$ cat src/rtl/core/psrs_pkg.sv
`timescale 1ns / 1ps
// Shared types and constants for the partitioned swap-remove set.
// Depends on nothing; every other file imports it.
package psrs_pkg;

  localparam int CAPACITY  = 1024;
  localparam int ENTRY_IDS = 4096;
  localparam int SLOT_W    = $clog2(CAPACITY);
  localparam int CNT_W     = $clog2(CAPACITY + 1);
  localparam int ID_W      = 12;
  localparam int ID_AW     = $clog2(ENTRY_IDS);
  localparam int LFSR_W    = 32;
  localparam int STEP_W    = $clog2(LFSR_W);
  localparam int CMD_W     = 3;
  localparam int STAT_W    = 3;

  localparam logic [LFSR_W-1:0] LFSR_MASK = 32'h8020_0003;
  localparam logic [CNT_W-1:0]  NO_SLOT   = {CNT_W{1'b1}};

  // command codes of an input beat
  typedef enum logic [CMD_W-1:0] {
    CMD_INSERT  = 3'd0,
    CMD_REMOVE  = 3'd1,
    CMD_MARK    = 3'd2,
    CMD_NEXT    = 3'd3,
    CMD_PICK    = 3'd4,
    CMD_SHUFFLE = 3'd5
  } cmd_e;

  // status codes of an output beat
  typedef enum logic [STAT_W-1:0] {
    STAT_OK          = 3'd0,
    STAT_EMPTY       = 3'd1,
    STAT_FULL        = 3'd2,
    STAT_PRESENT     = 3'd3,
    STAT_NOT_PRESENT = 3'd4
  } status_e;

  // datapath micro-operations
  typedef enum logic [4:0] {
    OP_NONE,
    OP_CLEAR,
    OP_LATCH,
    OP_ID_RD,
    OP_INS,
    OP_SW_RA,
    OP_SW_RB,
    OP_SW_W1,
    OP_SW_W2,
    OP_UP_INC,
    OP_UP_DEC,
    OP_MK,
    OP_RM_A,
    OP_RM_B,
    OP_RM_END,
    OP_NX,
    OP_RD_US,
    OP_RD_REM,
    OP_RES,
    OP_DRAW_PICK,
    OP_DRAW_SHUF,
    OP_SH_INIT,
    OP_SH_SET,
    OP_SH_DEC,
    OP_SH_END,
    OP_OUT
  } op_e;

  // controller states
  typedef enum logic [4:0] {
    S_CLEAR,
    S_IDLE,
    S_LOOK,
    S_DECIDE,
    S_SW_RA,
    S_SW_RB,
    S_SW_W1,
    S_SW_W2,
    S_UP_INC,
    S_UP_DEC,
    S_RM_B,
    S_RM_END,
    S_RD_US,
    S_DIV,
    S_RD_REM,
    S_RES,
    S_DRAW_SH,
    S_SH_SET,
    S_SH_DEC,
    S_SH_END,
    S_DONE
  } state_e;

  typedef struct packed {
    op_e     op;
    status_e status;
  } ctrl_t;

  typedef struct packed {
    logic [CMD_W-1:0] cmd;
    logic present;
    logic p_lt_us;
    logic held_zero;
    logic held_full;
    logic held_gt1;
    logic pa_is_one;
    logic div_done;
    logic clr_last;
    logic out_busy;
  } stat_t;

endpackage

$ cat src/rtl/core/psrs_ctrl.sv
`timescale 1ns / 1ps
// Controller: sequences lookups, swaps, draws and the reset clearing pass.
// Depends on psrs_pkg.
module psrs_ctrl (
  input  logic            clk_i,
  input  logic            rst_ni,
  input  logic            in_valid_i,
  output logic            in_stall_o,
  input  psrs_pkg::stat_t stat_i,
  output psrs_pkg::ctrl_t ctrl_o
);
  import psrs_pkg::*;

  state_e  state_q, state_d, ret_q, ret_d;
  status_e sts_q, sts_d;

  // state registers
  always_ff @(posedge clk_i or negedge rst_ni) begin
    if (!rst_ni) begin
      state_q <= S_CLEAR;
      ret_q   <= S_DONE;
      sts_q   <= STAT_OK;
    end else begin
      state_q <= state_d;
      ret_q   <= ret_d;
      sts_q   <= sts_d;
    end
  end

  // next state and datapath commands
  always_comb begin
    state_d       = state_q;
    ret_d         = ret_q;
    sts_d         = sts_q;
    ctrl_o.op     = OP_NONE;
    ctrl_o.status = sts_q;
    in_stall_o    = 1'b1;
    unique case (state_q)
      S_CLEAR: begin
        ctrl_o.op = OP_CLEAR;
        if (stat_i.clr_last) begin
          state_d = S_IDLE;
        end
      end
      S_IDLE: begin
        in_stall_o = 1'b0;
        if (in_valid_i) begin
          ctrl_o.op = OP_LATCH;
          sts_d     = STAT_OK;
          state_d   = S_LOOK;
        end
      end
      S_LOOK: begin
        ctrl_o.op = OP_ID_RD;
        state_d   = S_DECIDE;
      end
      S_DECIDE: begin
        state_d = S_DONE;
        case (stat_i.cmd)
          CMD_INSERT: begin
            if (stat_i.present) begin
              sts_d = STAT_PRESENT;
            end else if (stat_i.held_full) begin
              sts_d = STAT_FULL;
            end else begin
              ctrl_o.op = OP_INS;
              ret_d     = S_UP_INC;
              state_d   = S_SW_RA;
            end
          end
          CMD_REMOVE: begin
            if (!stat_i.present) begin
              sts_d = STAT_NOT_PRESENT;
            end else begin
              ctrl_o.op = OP_RM_A;
              if (stat_i.p_lt_us) begin
                ret_d   = S_UP_DEC;
                state_d = S_SW_RA;
              end else begin
                state_d = S_RM_B;
              end
            end
          end
          CMD_MARK: begin
            if (!stat_i.present) begin
              sts_d = STAT_NOT_PRESENT;
            end else if (!stat_i.p_lt_us) begin
              ctrl_o.op = OP_MK;
              ret_d     = S_UP_INC;
              state_d   = S_SW_RA;
            end
          end
          CMD_NEXT: begin
            if (stat_i.held_zero) begin
              sts_d = STAT_EMPTY;
            end else begin
              ctrl_o.op = OP_NX;
              state_d   = S_RD_US;
            end
          end
          CMD_PICK: begin
            if (stat_i.held_zero) begin
              sts_d = STAT_EMPTY;
            end else begin
              ctrl_o.op = OP_DRAW_PICK;
              state_d   = S_DIV;
            end
          end
          CMD_SHUFFLE: begin
            if (stat_i.held_gt1) begin
              ctrl_o.op = OP_SH_INIT;
              state_d   = S_DRAW_SH;
            end
          end
          default: ;
        endcase
      end
      // swap of slots pa and pb through S_SW_RA, S_SW_RB, S_SW_W1 and S_SW_W2
      S_SW_RA: begin
        ctrl_o.op = OP_SW_RA;
        state_d   = S_SW_RB;
      end
      S_SW_RB: begin
        ctrl_o.op = OP_SW_RB;
        state_d   = S_SW_W1;
      end
      S_SW_W1: begin
        ctrl_o.op = OP_SW_W1;
        state_d   = S_SW_W2;
      end
      S_SW_W2: begin
        ctrl_o.op = OP_SW_W2;
        state_d   = ret_q;
      end
      S_UP_INC: begin
        ctrl_o.op = OP_UP_INC;
        state_d   = S_DONE;
      end
      S_UP_DEC: begin
        ctrl_o.op = OP_UP_DEC;
        state_d   = S_RM_B;
      end
      S_RM_B: begin
        ctrl_o.op = OP_RM_B;
        ret_d     = S_RM_END;
        state_d   = S_SW_RA;
      end
      S_RM_END: begin
        ctrl_o.op = OP_RM_END;
        state_d   = S_DONE;
      end
      S_RD_US: begin
        ctrl_o.op = OP_RD_US;
        state_d   = S_RES;
      end
      S_DIV: begin
        if (stat_i.div_done) begin
          state_d = (stat_i.cmd == CMD_PICK) ? S_RD_REM : S_SH_SET;
        end
      end
      S_RD_REM: begin
        ctrl_o.op = OP_RD_REM;
        state_d   = S_RES;
      end
      S_RES: begin
        ctrl_o.op = OP_RES;
        state_d   = S_DONE;
      end
      S_DRAW_SH: begin
        ctrl_o.op = OP_DRAW_SHUF;
        state_d   = S_DIV;
      end
      S_SH_SET: begin
        ctrl_o.op = OP_SH_SET;
        ret_d     = S_SH_DEC;
        state_d   = S_SW_RA;
      end
      S_SH_DEC: begin
        if (stat_i.pa_is_one) begin
          state_d = S_SH_END;
        end else begin
          ctrl_o.op = OP_SH_DEC;
          state_d   = S_DRAW_SH;
        end
      end
      S_SH_END: begin
        ctrl_o.op = OP_SH_END;
        state_d   = S_DONE;
      end
      S_DONE: begin
        if (!stat_i.out_busy) begin
          ctrl_o.op = OP_OUT;
          state_d   = S_IDLE;
        end
      end
      default: state_d = S_IDLE;
    endcase
  end

endmodule

$ cat config.mk
export PLATFORM = sky130hd
export DESIGN_NAME = psrs_ctrl
export DESIGN_NICKNAME = d
export VERILOG_FILES = /design/src/rtl/core/psrs_pkg.sv /design/src/rtl/core/psrs_ctrl.sv
export SDC_FILE = /design/constraint.sdc
export NUM_CORES = 1
export LEC_CHECK = 0
export BUFFER_PORTS_ARGS = -buffer_cell sky130_fd_sc_hd__buf_2
export CORE_ASPECT_RATIO = 0.7
export CORE_MARGIN = 3
export CORE_UTILIZATION = 40
export DETAILED_ROUTE_END_ITERATION = 8
export PLACE_DENSITY_LB_ADDON = 0.08
export SYNTH_ARGS = -nofsm -noshare
export SYNTH_HDL_FRONTEND = slang
export SYNTH_SLANG_ARGS = --single-unit
$ cat constraint.sdc
create_clock -name clk_i -period 1.5 [get_ports clk_i]
set_input_delay 0.15 -clock clk_i [delete_from_list [all_inputs] [get_ports clk_i]]
set_output_delay 0.15 -clock clk_i [all_outputs]
set_load 0.02 [all_outputs]
==> metrics.log, run 1 <==
INFO  metric core.rowCount = 17
INFO  metric report.final.slew_viol_count = 0
INFO  metric synth_top_area_cell = sky130_fd_sc_hd__dfrtp_1
INFO  metric ctsRootBufferMaster = sky130_fd_sc_hd__clkbuf_8
INFO  metric tightestPinTransition = around 0.32 ns
INFO  metric clock_latency = around 0.24 ns
INFO  metric path_clk_slew = about 0.060 ns
INFO  metric cts-buffers-inserted = 3
INFO  metric critical_path.cell_chain = buf_8 -> nor2b_2 -> nand2_2 -> o21ai_1 -> nand2_1 -> nand4_1 -> buf_4
INFO  metric post_synth_inst_count = around 210
INFO  metric ys_top_cells_by_area = sky130_fd_sc_hd__dfrtp_1, sky130_fd_sc_hd__nand2_1, sky130_fd_sc_hd__o21ai_0
INFO  metric floorplan.die_area = roughly 4500 um^2
INFO  metric net_count_after_synthesis = ~220
INFO  metric drive_gt1_share = between 50 and 60%
INFO  metric synth.cell_area = around 1500 um^2
INFO  metric layout.cell_area.non_filler = 2600 um^2
INFO  metric outcome = finished, violations left
INFO  metric max-clock-path-buffers = 2
INFO  metric power.ir.vdd_worst = 1030 uV
INFO  metric most_common_cell_in_the_netlist = sky130_fd_sc_hd__nand2_1
INFO  metric power.share.clock = about 7%
INFO  metric critical_path_cell_count = 7
INFO  metric gr-total-overflow = 0
INFO  metric route.detailed.vias_per_inst = 5.95
INFO  metric rsz0062_at_grt = yes
INFO  metric start_kind = flop
INFO  metric synth_commonest_cells = sky130_fd_sc_hd__nand2_1, sky130_fd_sc_hd__nor2_1, sky130_fd_sc_hd__o21ai_0, sky130_fd_sc_hd__a21oi_1, sky130_fd_sc_hd__dfrtp_1
INFO  metric arrival_worst_endpoint = between 1.5 and 2 ns
INFO  metric overall_die_width = slightly below 80 um
INFO  metric utilization = between 70 and 80%
INFO  metric worstRegToRegCells = 6
INFO  metric final_min_period_over_clock_period = 120%
INFO  metric max_slew_margin = 78.5%
INFO  metric final.setup_skew = 0.00198 ns
INFO  metric final-instance-count-excl-fill = ~340
INFO  metric stage_delay_of_the_slowest_cell_on_the_critical_path = about 0.47 ns
INFO  metric violated_checks = setup timing
INFO  metric numClockSinks = 13
INFO  metric timing.setup.critical_path_class = reg -> out
INFO  metric sequential_power_share = between 10% and 20%
INFO  metric post_dp_cell_area = roughly 2000 um^2
INFO  metric synth_ff_type = sky130_fd_sc_hd__dfrtp_1
INFO  metric timing.fmax = about 560 MHz
INFO  metric timing.critical_path.slowest_stage_cell = sky130_fd_sc_hd__dfrtp_2
INFO  metric timing.max_cap.violations = 0
INFO  metric hold_path_class = in -> reg
INFO  metric edff_count_synth = 0
INFO  metric p_leak = approximately 1.1 nW
INFO  metric global_router_s_overall_resource_usage = 26.0%
INFO  metric register_area = ~330 um^2
INFO  metric ys_warn_count = 0
INFO  metric dp.cells = between 300 and 400
INFO  metric placement.io_buffers = 23
INFO  metric hold_viol = 0
INFO  metric antenna_cells = 0
INFO  metric intPower = about 0.0025 W
INFO  metric drc = 0
INFO  metric gp_congestion = approximately 0.9
INFO  metric comb_power_share = 78.4%
INFO  metric detail_route.wirelength = about 6000 um
INFO  metric sw_frac_of_total = a little under half
INFO  metric grt_pass1_wl = just over 9000 um
INFO  metric yosysTopAreaCellShare = 18.7%
INFO  metric io_pins = 24
INFO  metric floorplan.initialDensity = about 44%
INFO  metric final.setup.tns = -2.78 ns
INFO  metric power_density = approximately 1800 nW/um^2
INFO  metric crit_path_max_fanout = 5
INFO  metric finalPower = 0.00459 W
INFO  metric cpLargestDelayFamily = simple AND/OR/NAND/NOR gates
INFO  metric syn2layout_area_growth = 76.5%
INFO  metric detailed_place_hpwl = slightly below 4000 um
INFO  metric period_minus_slack = around 1.8 ns
INFO  metric core-area = roughly 3300 um^2
INFO  metric netlist-cell-type-count = 50
INFO  metric multiInputGateArea = between 1000 and 1500 um^2
INFO  metric finalWorstSetupSlack = -0.293 ns
INFO  metric cts_tree = done
INFO  metric maximum_number_of_pins_on_one_net_before_global_route_repair = 14
INFO  metric setup.reg_to_reg.worst_slack = -0.24 ns
INFO  metric postSynth.asyncResetShare = between 90% and 100%
INFO  metric setup.worst_path.end_class = output pin
INFO  metric switching_power = around 0.0021 W
INFO  metric fraction_of_the_yosys_area_taken_by_sequential_cells = around 22%
INFO  metric yosys_register_bits = 13
INFO  metric timing.hold.worst_path_depth = 3
INFO  metric syn-mean-instance-area = 7.11 um^2
INFO  metric route.detailed.wl_per_inst = 18.3 um
INFO  metric antenna_left = 0
INFO  metric grt_antenna_before_repair = 0
INFO  metric final-setup-viol-count = 17
INFO  metric num-fill-cells = roughly 230
INFO  metric die_h = between 50 and 60 um
INFO  metric worst_ep_required_time = roughly 1.4 ns
INFO  metric layout.nets = ~300
INFO  metric cts_htree_levels = 1
INFO  metric number_of_global_route_vias_before_repair = between 1500 and 2000
INFO  metric drtIter0Drc = about 190
INFO  metric vias = 1999
INFO  metric first_pass_iters = 5
INFO  metric cp_num_buf_inv = 2
area by class of cell:
type	count	area share [%]
inverter	5	0.867
timing repair buffer	96	31.2
tap	47	2.26
clock buffer	4	1.73
sequential	13	12.8
multi-input combinational	171	51.1
final timing paths:
path | startpoint | endpoint
worst max-delay path | state_q[2] | ctrl_o[7]
worst min-delay path | stat_i[2] | state_q[3]
worst max register to register | state_q[4] | ret_q[0]
worst min register to register | ret_q[2] | ret_q[2]
max in group asynchronous | rst_ni | ret_q[2]
min in group asynchronous | rst_ni | ret_q[3]
per-layer routing:
metal	vias to the layer above	global-route usage, %	wire [um]
met1	967	36.2	2770
met2	87	41.1	2910
met3	15	4.49	374
li1	930	-	-
met4	0	7.23	115
met5	-	0	0
through the flow:
step / setup WS [ns] / hold slack (ns)
final: -0.293 / 0.238
after global routing: -0.350 / 0.244
after CTS: -0.247 / 0.237
after detailed placement: -0.200 / 0.0535
after global placement: -0.181 / 0.0509
after floorplan: -0.0997 / -0.146
sequential cells by signal (all words and copies together), names as in the netlist:
signal,flops
ret_q,5
sts_q,3
state_q,5
worst min-delay path, delay by kind of cell:
family / cells / cell delay, ns
simple gates: 2 / 0.19
buf+inv: 1 / 0.10
cell families (layout without fill, tap and decap cells):
| family | after synthesis | in the layout | synth area share (%) |
|---|---|---|---|
| compound gates | 71 | 71 | 33.2 |
| xor+xnor | 2 | 2 | 1.19 |
| buf+inv | 23 | 105 | 7.73 |
| flops | 13 | 13 | 22.3 |
| mux | 1 | 1 | 0.680 |
| simple gates | 97 | 97 | 34.9 |
placed cells by master, fill, tap and decap left out, types with 3 or more instances in the layout:
cell	instances
sky130_fd_sc_hd__o21ai_1	5
sky130_fd_sc_hd__dfrtp_1	8
sky130_fd_sc_hd__a21oi_2	7
sky130_fd_sc_hd__inv_1	3
sky130_fd_sc_hd__nor2_2	5
sky130_fd_sc_hd__buf_4	56
sky130_fd_sc_hd__a21o_1	3
sky130_fd_sc_hd__nor4_4	3
sky130_fd_sc_hd__nand2b_1	7
sky130_fd_sc_hd__buf_2	16
sky130_fd_sc_hd__o211ai_1	5
sky130_fd_sc_hd__o21ai_2	3
sky130_fd_sc_hd__clkbuf_8	3
sky130_fd_sc_hd__nand2_2	6
sky130_fd_sc_hd__nor2_1	13
sky130_fd_sc_hd__nand3_1	3
sky130_fd_sc_hd__a32o_1	3
sky130_fd_sc_hd__o21ai_0	10
sky130_fd_sc_hd__dfrtp_2	3
sky130_fd_sc_hd__buf_6	15
sky130_fd_sc_hd__a21oi_1	7
sky130_fd_sc_hd__buf_8	4
sky130_fd_sc_hd__nand2_1	22
sky130_fd_sc_hd__a31oi_1	3
sky130_fd_sc_hd__nor2b_1	5
what timing repair did:
item / 4_1_cts / 5_1_grt
hold endpoints to repair: 11 / 0
gates cloned: 0 / 1
resized for setup: 57 / 47
pin swaps: 23 / 26
hold buffers: 1 / 0
buffers inserted: 16 / 3
endpoints found under the setup margin: 17 / 19
power groups by stage:
stage                     logic, W  clock network [W]  registers [W]
after floorplan            0.00152                  0       0.000628
after global placement     0.00226                  0       0.000628
after detailed placement   0.00231                  0       0.000637
after CTS                  0.00298           0.000321       0.000646
after global routing       0.00380           0.000341       0.000696
final                      0.00360           0.000320       0.000672
Power figures use the tool's default switching activity.
==> inputs of run 2 (changes only) <==
--- a/config.mk
+++ b/config.mk
@@ -6,9 +6,11 @@
 export NUM_CORES = 1
 export LEC_CHECK = 0
 export BUFFER_PORTS_ARGS = -buffer_cell sky130_fd_sc_hd__buf_2
+export CELL_PAD_IN_SITES_DETAIL_PLACEMENT = 2
+export CELL_PAD_IN_SITES_GLOBAL_PLACEMENT = 2
 export CORE_ASPECT_RATIO = 0.7
 export CORE_MARGIN = 3
-export CORE_UTILIZATION = 40
+export CORE_UTILIZATION = 28
 export DETAILED_ROUTE_END_ITERATION = 8
 export PLACE_DENSITY_LB_ADDON = 0.08
 export SYNTH_ARGS = -nofsm -noshare
==> run 2 against run 1 <==
Compared with the run above:
- the flow still finishes with violations (setup timing)
- critical path type unchanged
- via count is 0.60% higher
- first-iteration DRC count down 30%
- critical endpoint is now ctrl_o[4]
- register-to-register slack worse by 0.07 ns
- sequential power is 3% higher
- highest routed layer unchanged
- worst setup slack worse by 0.11 ns
==> metrics.log, run 2 (synthesis gave the netlist of run 1 again) <==
INFO  metric outcome = finished, violations left
INFO  metric violated_checks = setup timing
INFO  metric most-common-layout-cells = sky130_fd_sc_hd__buf_4, sky130_fd_sc_hd__nand2_1, sky130_fd_sc_hd__buf_2
INFO  metric critPathLaunch = state_q[2]
INFO  metric finalPower = 0.00438 W (-4.6%)
INFO  metric antenna_cells = 0 (unchanged)
INFO  metric core-area = 4910 um^2 (+47%)
INFO  metric rsz0062_at_grt = yes
INFO  metric timing.setup.critical_path_class = reg -> out
INFO  metric maximum_number_of_pins_on_one_net_before_global_route_repair = 18 (+4)
INFO  metric timing.hold.worst_path_depth = 3 (unchanged)
INFO  metric tightestPinTransition = 0.624 ns (+0.302 ns)
INFO  metric global_router_s_overall_resource_usage = 26.3% (+0.33 points)
INFO  metric worstRegToRegCells = 7 (+1)
INFO  metric detailed_place_hpwl = 5250 um (+33%)
INFO  metric r2r_start = state_q[4]
INFO  metric setup.worst_path.end_class = output pin
INFO  metric drc = 0 (unchanged)
INFO  metric timing.max_cap.violations = 0 (unchanged)
INFO  metric hold_path_class = in -> reg
INFO  metric regToRegEndpoint = ret_q[4]
INFO  metric grtUsageMet3 = 4.63% (+0.14 points)
INFO  metric vias = 2011 (+0.60%)
INFO  metric antenna_left = 0 (unchanged)
INFO  metric final_common_cell = sky130_fd_sc_hd__buf_4
INFO  metric report.final.slew_viol_count = 0 (unchanged)
INFO  metric setup.reg_to_reg.worst_slack = -0.31 ns (-0.07 ns)
INFO  metric hold_end = state_q[3]
INFO  metric overall_die_width = 92.7 um (+18%)
INFO  metric worst_ep_required_time = 1.35 ns (about the same)
INFO  metric final-setup-viol-count = 19 (+2)
INFO  metric syn2layout_area_growth = 68.6%
INFO  metric clock_latency = 0.25 ns (about the same)
INFO  metric drtIter0Drc = 130 (-30%)
INFO  metric route.detailed.vias_per_inst = 5.81 (-2.3%)
INFO  metric cts-buffers-inserted = 3 (unchanged)
INFO  metric ctsRootBufferMaster = sky130_fd_sc_hd__clkbuf_8
INFO  metric grt_antenna_before_repair = 0 (unchanged)
INFO  metric utilization = 50.5% (-27 points)
INFO  metric floorplan.initialDensity = 30.0% (-14 points)
INFO  metric numClockSinks = 13 (unchanged)
INFO  metric floorplan.die_area = 6180 um^2 (+39%)
INFO  metric timing.hold.worst.start = stat_i[2]
INFO  metric layout.nets = 293 (-3.9%)
INFO  metric crit_path_max_fanout = 11 (+6)
INFO  metric p_leak = 1.02 nW (-5.6%)
INFO  metric post_dp_cell_area = 2000 um^2 (+0.13%)
INFO  metric path_clk_slew = 0.06 ns (about the same)
INFO  metric placement.io_buffers = 23 (unchanged)
INFO  metric use_met1 = 35.6% (-0.65 points)
INFO  metric power_density = 1760 nW/um^2 (-0.14%)
INFO  metric max_slew_margin = 58.0% (-21 points)
INFO  metric layout_top_registers = ret_q: 5 flops, state_q: 5 flops, sts_q: 3 flops
INFO  metric global_route.peak_usage_layer = met2
INFO  metric gp_congestion = 0.889 (-1.7%)
INFO  metric timing.fmax = 527 MHz (-5.5%)
INFO  metric grt_pass1_wl = 12300 um (+35%)
INFO  metric post_place_worst_slack = -0.228 ns (-0.0284 ns)
INFO  metric route.detailed.wl_per_inst = 25.8 um (+40%)
INFO  metric arrival_worst_endpoint = 1.75 ns (+0.11 ns)
INFO  metric core.rowCount = 21 (+4)
INFO  metric io_pins = 24 (unchanged)
INFO  metric drive_gt1_share = 53.8% (-4.7 points)
INFO  metric grt_util_met2 = 43.8% (+2.7 points)
INFO  metric max-clock-path-buffers = 2 (unchanged)
INFO  metric layout.cell_area.non_filler = 2480 um^2 (-4.5%)
INFO  metric final_min_period_over_clock_period = 127% (+7.0 points)
INFO  metric die_h = 66.7 um (+17%)
INFO  metric power.ir.vdd_worst = 741 uV (-28%)
INFO  metric number_of_global_route_vias_before_repair = 2070 (+9.7%)
INFO  metric finalWorstSetupSlack = -0.398 ns (-0.105 ns)
INFO  metric first_pass_iters = 4 (-1)
INFO  metric gr-total-overflow = 0 (unchanged)
INFO  metric final.setup.tns = -3.75 ns (-0.970 ns)
INFO  metric final.setup_skew = 0.00614 ns (+0.00416 ns)
INFO  metric detail_route.wirelength = 8920 um (+45%)
INFO  metric cts_tree = done
INFO  metric hold_viol = 0 (unchanged)
INFO  metric cts_htree_levels = 1 (unchanged)
INFO  metric start_kind = flop
INFO  metric period_minus_slack = 1.90 ns (+0.105 ns)
[run 2: cell count changes in the layout (fill, tap and decap cells not counted), moves of 4 or more]
cell / before / now
sky130_fd_sc_hd__buf_12: 2 / 6
sky130_fd_sc_hd__buf_6: 15 / 7
sky130_fd_sc_hd__buf_4: 56 / 51
sky130_fd_sc_hd__buf_8: 4 / 0
[run 2: power breakdown]
| part | total (W) | leakage (nW) | switching, W | internal [W] |
|---|---|---|---|---|
| clock network | 0.000326 | 0.0255 | 0.000142 | 0.000184 |
| logic | 0.00336 | 0.838 | 0.00192 | 0.00144 |
| registers | 0.000690 | 0.154 | 0.000165 | 0.000524 |
[run 2: timing repair]
action	CTS	global route
pin swaps	14	11
hold buffers	1	0
resized for setup	45	34
cloned	1	0
endpoints found under the hold margin	11	0
endpoints found under the setup margin	19	19
buffers inserted	8	10
[run 2: per-stage QoR]
stage / hold WS [ns] / instances
2_1_floorplan: -0.146 / 207
3_5_place_dp: 0.0698 / 325
5_1_grt: 0.278 / 346
6_report: 0.260 / 346
3_3_place_gp: 0.0611 / 325
4_1_cts: 0.242 / 338
[run 2: critical path, stage by stage, from the launching register on]
cell and delay [ns]:
sky130_fd_sc_hd__dfrtp_2 0.45, sky130_fd_sc_hd__buf_12 0.17, sky130_fd_sc_hd__nor3_4 0.17, sky130_fd_sc_hd__a21oi_1 0.07
sky130_fd_sc_hd__o211ai_1 0.29, sky130_fd_sc_hd__o221ai_2 0.16, sky130_fd_sc_hd__buf_4 0.18
[run 2: per-layer routing]
metal  part of all wire, %  wire, um
met5                     0         0
met4                   1.8       163
met2                    47      4200
met3                   5.1       453
met1                    46      4100
[run 2: worst max path at each step]
stage / endpoint / slack (ns) / depth (start not counted)
final: ctrl_o[4] / -0.40 / 6
after global routing: ctrl_o[4] / -0.44 / 6
after CTS: ctrl_o[7] / -0.26 / 5
after detailed placement: ret_q[4] / -0.23 / 8
after global placement: ret_q[4] / -0.16 / 8
after floorplan: ret_q[0] / -0.1 / 6
[run 2: area by class of cell]
class	instances	area, um^2
clock buffers	3	41.3
clock inverters	1	5.00
fillers	544	2430
inverters	5	22.5
multi-input cells	171	1280
flip-flops and latches	13	333
well taps	69	86.3
repair buffers	84	709
==> inputs of run 3 (changes only) <==
--- a/config.mk
+++ b/config.mk
@@ -13,6 +13,7 @@
 export CORE_UTILIZATION = 28
 export DETAILED_ROUTE_END_ITERATION = 8
 export PLACE_DENSITY_LB_ADDON = 0.08
+export SETUP_SLACK_MARGIN = 0.4
 export SYNTH_ARGS = -nofsm -noshare
 export SYNTH_HDL_FRONTEND = slang
 export SYNTH_SLANG_ARGS = --single-unit
==> run 3 against run 2 <==
Compared with the run above:
- the run now fails in global routing (5_1_grt)
- synthesized cell count did not move
- area after synthesis did not move
==> metrics.log, run 3 <==
INFO  metric detailed_place_hpwl = 5430 um (+3.2%)
INFO  metric worst_setup_endpoint_grt = ret_q[0]$_DFFE_PN0P_/D
INFO  metric gp_congestion = 0.886 (-0.29%)
INFO  metric synth_commonest_cells = sky130_fd_sc_hd__nand2_1, sky130_fd_sc_hd__nor2_1, sky130_fd_sc_hd__o21ai_0, sky130_fd_sc_hd__a21oi_1, sky130_fd_sc_hd__dfrtp_1
INFO  metric endpoint_type = register input
INFO  metric outcome = did not finish
INFO  metric placement.io_buffers = 23 (unchanged)
INFO  metric ys_warn_count = 0 (unchanged)
INFO  metric ctsRootBufferMaster = sky130_fd_sc_hd__clkbuf_8
INFO  metric last-stage-reached = global routing (5_1_grt)
INFO  metric overall_die_width = 92.7 um (unchanged)
INFO  metric numClockSinks = 13 (unchanged)
INFO  metric post_synth_inst_count = 207 (unchanged)
INFO  metric grt_antenna_before_repair = 0
INFO  metric maximum_number_of_pins_on_one_net_before_global_route_repair = 14
INFO  metric netlist-cell-type-count = 50 (unchanged)
INFO  metric most_common_cell_in_the_netlist = sky130_fd_sc_hd__nand2_1
INFO  metric cts_htree_levels = 1 (unchanged)
INFO  metric net_count_after_synthesis = 222 (unchanged)
INFO  metric ys_top_cells_by_area = sky130_fd_sc_hd__dfrtp_1, sky130_fd_sc_hd__nand2_1, sky130_fd_sc_hd__o21ai_0
INFO  metric max-clock-path-buffers = 2 (unchanged)
INFO  metric yosys_register_bits = 13 (unchanged)
INFO  metric core.rowCount = 21 (unchanged)
INFO  metric post_dp_cell_area = 2040 um^2 (+1.9%)
INFO  metric cts-buffers-inserted = 3 (unchanged)
INFO  metric yosysTopAreaCellShare = 18.7% (unchanged)
INFO  metric synth_ff_type = sky130_fd_sc_hd__dfrtp_1
INFO  metric syn-mean-instance-area = 7.11 um^2 (unchanged)
INFO  metric io_pins = 24 (unchanged)
INFO  metric die_h = 66.7 um (unchanged)
INFO  metric floorplan.initialDensity = 30.0% (unchanged)
INFO  metric fraction_of_the_yosys_area_taken_by_sequential_cells = 22.3% (unchanged)
INFO  metric synth.cell_area = 1470 um^2 (unchanged)
INFO  metric error = [ERROR DPL-0033] detailed placement checks failed during check placement.
INFO  metric synth_top_area_cell = sky130_fd_sc_hd__dfrtp_1
INFO  metric edff_count_synth = 0 (unchanged)
INFO  metric postSynth.asyncResetShare = 100% (unchanged)
INFO  metric dp.cells = 333 (+2.5%)
## run 3: logic make-up after synthesis
logic type	share of synthesized area, %
buffers and inverters	7.73
AND/OR/NAND/NOR	34.9
XOR/XNOR	1.19
multiplexers	0.680
flip-flops	22.3
AO/OA/AOI/OAI	33.2
## run 3: through the flow
stage	setup WS (ns)	TNS, ns
after floorplan	-0.0997	-0.133
after global placement	-0.179	-1.79
after detailed placement	-0.276	-2.84
after CTS	-0.297	-3.49
## run 3: repair_timing
item | in CTS
hold endpoints to repair | 11
setup buffers | 14
hold buffers | 1
pin swaps | 17
resized for setup | 72
endpoints found under the setup margin | 19
gates cloned | 1
==> inputs of run 4 (changes only) <==
==> config.mk (replaced) <==
export PLATFORM = sky130hd
export DESIGN_NAME = psrs_ctrl
export DESIGN_NICKNAME = d
export VERILOG_FILES = /design/src/rtl/core/psrs_pkg.sv /design/src/rtl/core/psrs_ctrl.sv
export SDC_FILE = /design/constraint.sdc
export NUM_CORES = 1
export LEC_CHECK = 0
export BUFFER_PORTS_ARGS = -buffer_cell sky130_fd_sc_hd__buf_2
export CORE_MARGIN = 3
export CORE_UTILIZATION = 25
export DETAILED_ROUTE_END_ITERATION = 8
export PLACE_DENSITY_LB_ADDON = 0.15
export SYNTH_ARGS = -nofsm -noshare
export SYNTH_HDL_FRONTEND = slang
export SYNTH_SLANG_ARGS = --single-unit
==> constraint.sdc (replaced) <==
create_clock -name clk_i -period 2 [get_ports clk_i]
set_input_delay 0.2 -clock clk_i [delete_from_list [all_inputs] [get_ports clk_i]]
set_output_delay 0.2 -clock clk_i [all_outputs]
set_load 0.02 [all_outputs]
==> run 4 against run 3 <==
Compared with the run above:
- the run now ends clean
==> metrics.log, run 4 (synthesis gave the netlist of run 1 again) <==
INFO  metric final_min_period_over_clock_period = a little over nine tenths
INFO  metric drc = 0
INFO  metric num-fill-cells = between 600 and 700
INFO  metric post-cts-setup-buffers = 0 (-14)
INFO  metric grt_antenna_before_repair = 0
INFO  metric most-common-layout-cells = sky130_fd_sc_hd__nand2_1, sky130_fd_sc_hd__buf_2, sky130_fd_sc_hd__nor2_1
INFO  metric r2r_start = state_q[3]
INFO  metric multiInputGateArea = approximately 1000 um^2
INFO  metric tightestPinTransition = between 0.4 and 0.5 ns
INFO  metric grt_pass1_wl = 7590 um
INFO  metric cts_tree = done
INFO  metric path_clk_slew = ~0.050 ns
INFO  metric power_density = around 1200 nW/um^2
INFO  metric vias = ~1600
INFO  metric final_common_cell = sky130_fd_sc_hd__nand2_1
INFO  metric die_h = 82.8 um (+24%)
INFO  metric critPathLaunch = state_q[3]
INFO  metric antenna_cells = 0
INFO  metric hold_path_class = in -> reg
INFO  metric timing.hold.worst.start = stat_i[2]
INFO  metric floorplan.initialDensity = 26.3% (-3.7 points)
INFO  metric placement.io_buffers = 23 (unchanged)
INFO  metric timing.fmax = between 500 and 600 MHz
INFO  metric final.setup.tns = 0 ns
INFO  metric layout_top_registers = ret_q: 5 flops, state_q: 5 flops, sts_q: 3 flops
INFO  metric power.ir.vdd_worst = 327 uV
INFO  metric report.final.slew_viol_count = 0
INFO  metric gr-total-overflow = 0
INFO  metric p_leak = between 0.7 and 0.8 nW
INFO  metric crit_path_max_fanout = 9
INFO  metric finalPower = about 0.0021 W
INFO  metric cts-buffers-inserted = 3 (unchanged)
INFO  metric number_of_global_route_vias_before_repair = approximately 1500
INFO  metric utilization = between 30 and 40%
INFO  metric final-instance-count-excl-fill = 304
INFO  metric floorplan.die_area = about 7000 um^2
INFO  metric layout.cell_area.non_filler = around 1800 um^2
INFO  metric detail_route.wirelength = ~4600 um
INFO  metric core-area = between 5000 and 6000 um^2
INFO  metric route.detailed.wl_per_inst = approximately 15 um
INFO  metric rsz0062_at_grt = yes
INFO  metric io_pins = 24 (unchanged)
INFO  metric timing.setup.critical_path_class = reg -> out
INFO  metric timing.max_cap.violations = 0
INFO  metric gp_congestion = 0.812 (-8.3%)
INFO  metric outcome = finished, final reports clean
INFO  metric arrival_worst_endpoint = ~1.7 ns
INFO  metric start_kind = flop
INFO  metric layout.nets = approximately 250
INFO  metric detailed_place_hpwl = 3560 um (-34%)
INFO  metric dp.cells = 299 (-10%)
INFO  metric max_slew_margin = 69.8%
INFO  metric maximum_number_of_pins_on_one_net_before_global_route_repair = 26
INFO  metric register_area = approximately 330 um^2
INFO  metric worst_ep_required_time = around 1.8 ns
INFO  metric overall_die_width = 82.8 um (-11%)
INFO  metric post_dp_cell_area = 1700 um^2 (-17%)
INFO  metric numClockSinks = 13 (unchanged)
INFO  metric global_router_s_overall_resource_usage = 14.3%
INFO  metric final.setup_skew = about 0.0014 ns
INFO  metric cts_htree_levels = 1 (unchanged)
INFO  metric clock_latency = roughly 0.24 ns
INFO  metric route.detailed.vias_per_inst = just over 5
INFO  metric drive_gt1_share = approximately a quarter
INFO  metric max-clock-path-buffers = 2 (unchanged)
INFO  metric drtIter0Drc = 132
INFO  metric period_minus_slack = 1.91 ns
INFO  metric ctsRootBufferMaster = sky130_fd_sc_hd__clkbuf_8
INFO  metric first_pass_iters = 4
INFO  metric hold_viol = 0
INFO  metric syn2layout_area_growth = 19.2%
INFO  metric antenna_left = 0
INFO  metric final-setup-viol-count = 0
INFO  metric core.rowCount = 27 (+29%)
INFO  metric setup.worst_path.end_class = output pin
-- run 4: layer usage --
layer	vias up	GRT usage, %	part of all wire (%)
met5	-	0	0
met4	0	3.59	1.0
met3	4	1.19	3.5
met2	31	21.9	44
met1	722	21.4	52
li1	805	-	-
-- run 4: worst max-delay path, cell delays in order (launching register included) --
cell and delay (ns):
sky130_fd_sc_hd__dfrtp_1 0.40, sky130_fd_sc_hd__nor3_4 0.21, sky130_fd_sc_hd__nand3_2 0.26, sky130_fd_sc_hd__nor2_2 0.23, sky130_fd_sc_hd__nand2_1 0.09, sky130_fd_sc_hd__o211ai_1 0.08
sky130_fd_sc_hd__buf_2 0.19
-- run 4: path summary, 6_finish.rpt --
kind	end	slack [ns]	depth (start not counted)
setup / recovery	ctrl_o[6]	0.09	6
hold / removal	state_q[3]	0.28	3
setup reg to reg	ret_q[4]	0.23	6
hold reg to reg	ret_q[2]	0.49	2
max in group asynchronous	ret_q[2]	1.34	2
min in group asynchronous	state_q[2]	0.38	2
-- run 4: what timing repair did --
| item | CTS | global route |
|---|---|---|
| gates resized for setup | 0 | 2 |
| setup endpoints to repair | 0 | 4 |
| hold buffers | 1 | 0 |
| endpoints found under the hold margin | 11 | 0 |
-- run 4: where the power goes --
part	total (W)	switching [W]	leakage [nW]	internal (W)
clock	0.000227	0.0000869	0.0228	0.000140
combinational	0.00144	0.000886	0.521	0.000549
sequential	0.000476	0.0000889	0.159	0.000387
total	0.00214	0.00106	0.703	0.00108
-- run 4: area by class of cell --
type                       instances  share of cell area, %
multi-input combinational        171                   58.9
sequential                        13                   18.7
timing repair buffer              39                   13.7
tap                               72                   5.13
clock buffer                       4                   2.57
inverter                           5                   1.07
-- run 4: per-stage QoR --
stage	worst slack [ns]	hold WS, ns
2_1_floorplan	0.242	-0.0956
3_3_place_gp	0.176	0.101
3_5_place_dp	0.121	0.103
4_1_cts	0.00271	0.279
5_1_grt	-0.0315	0.313
6_report	0.0935	0.276
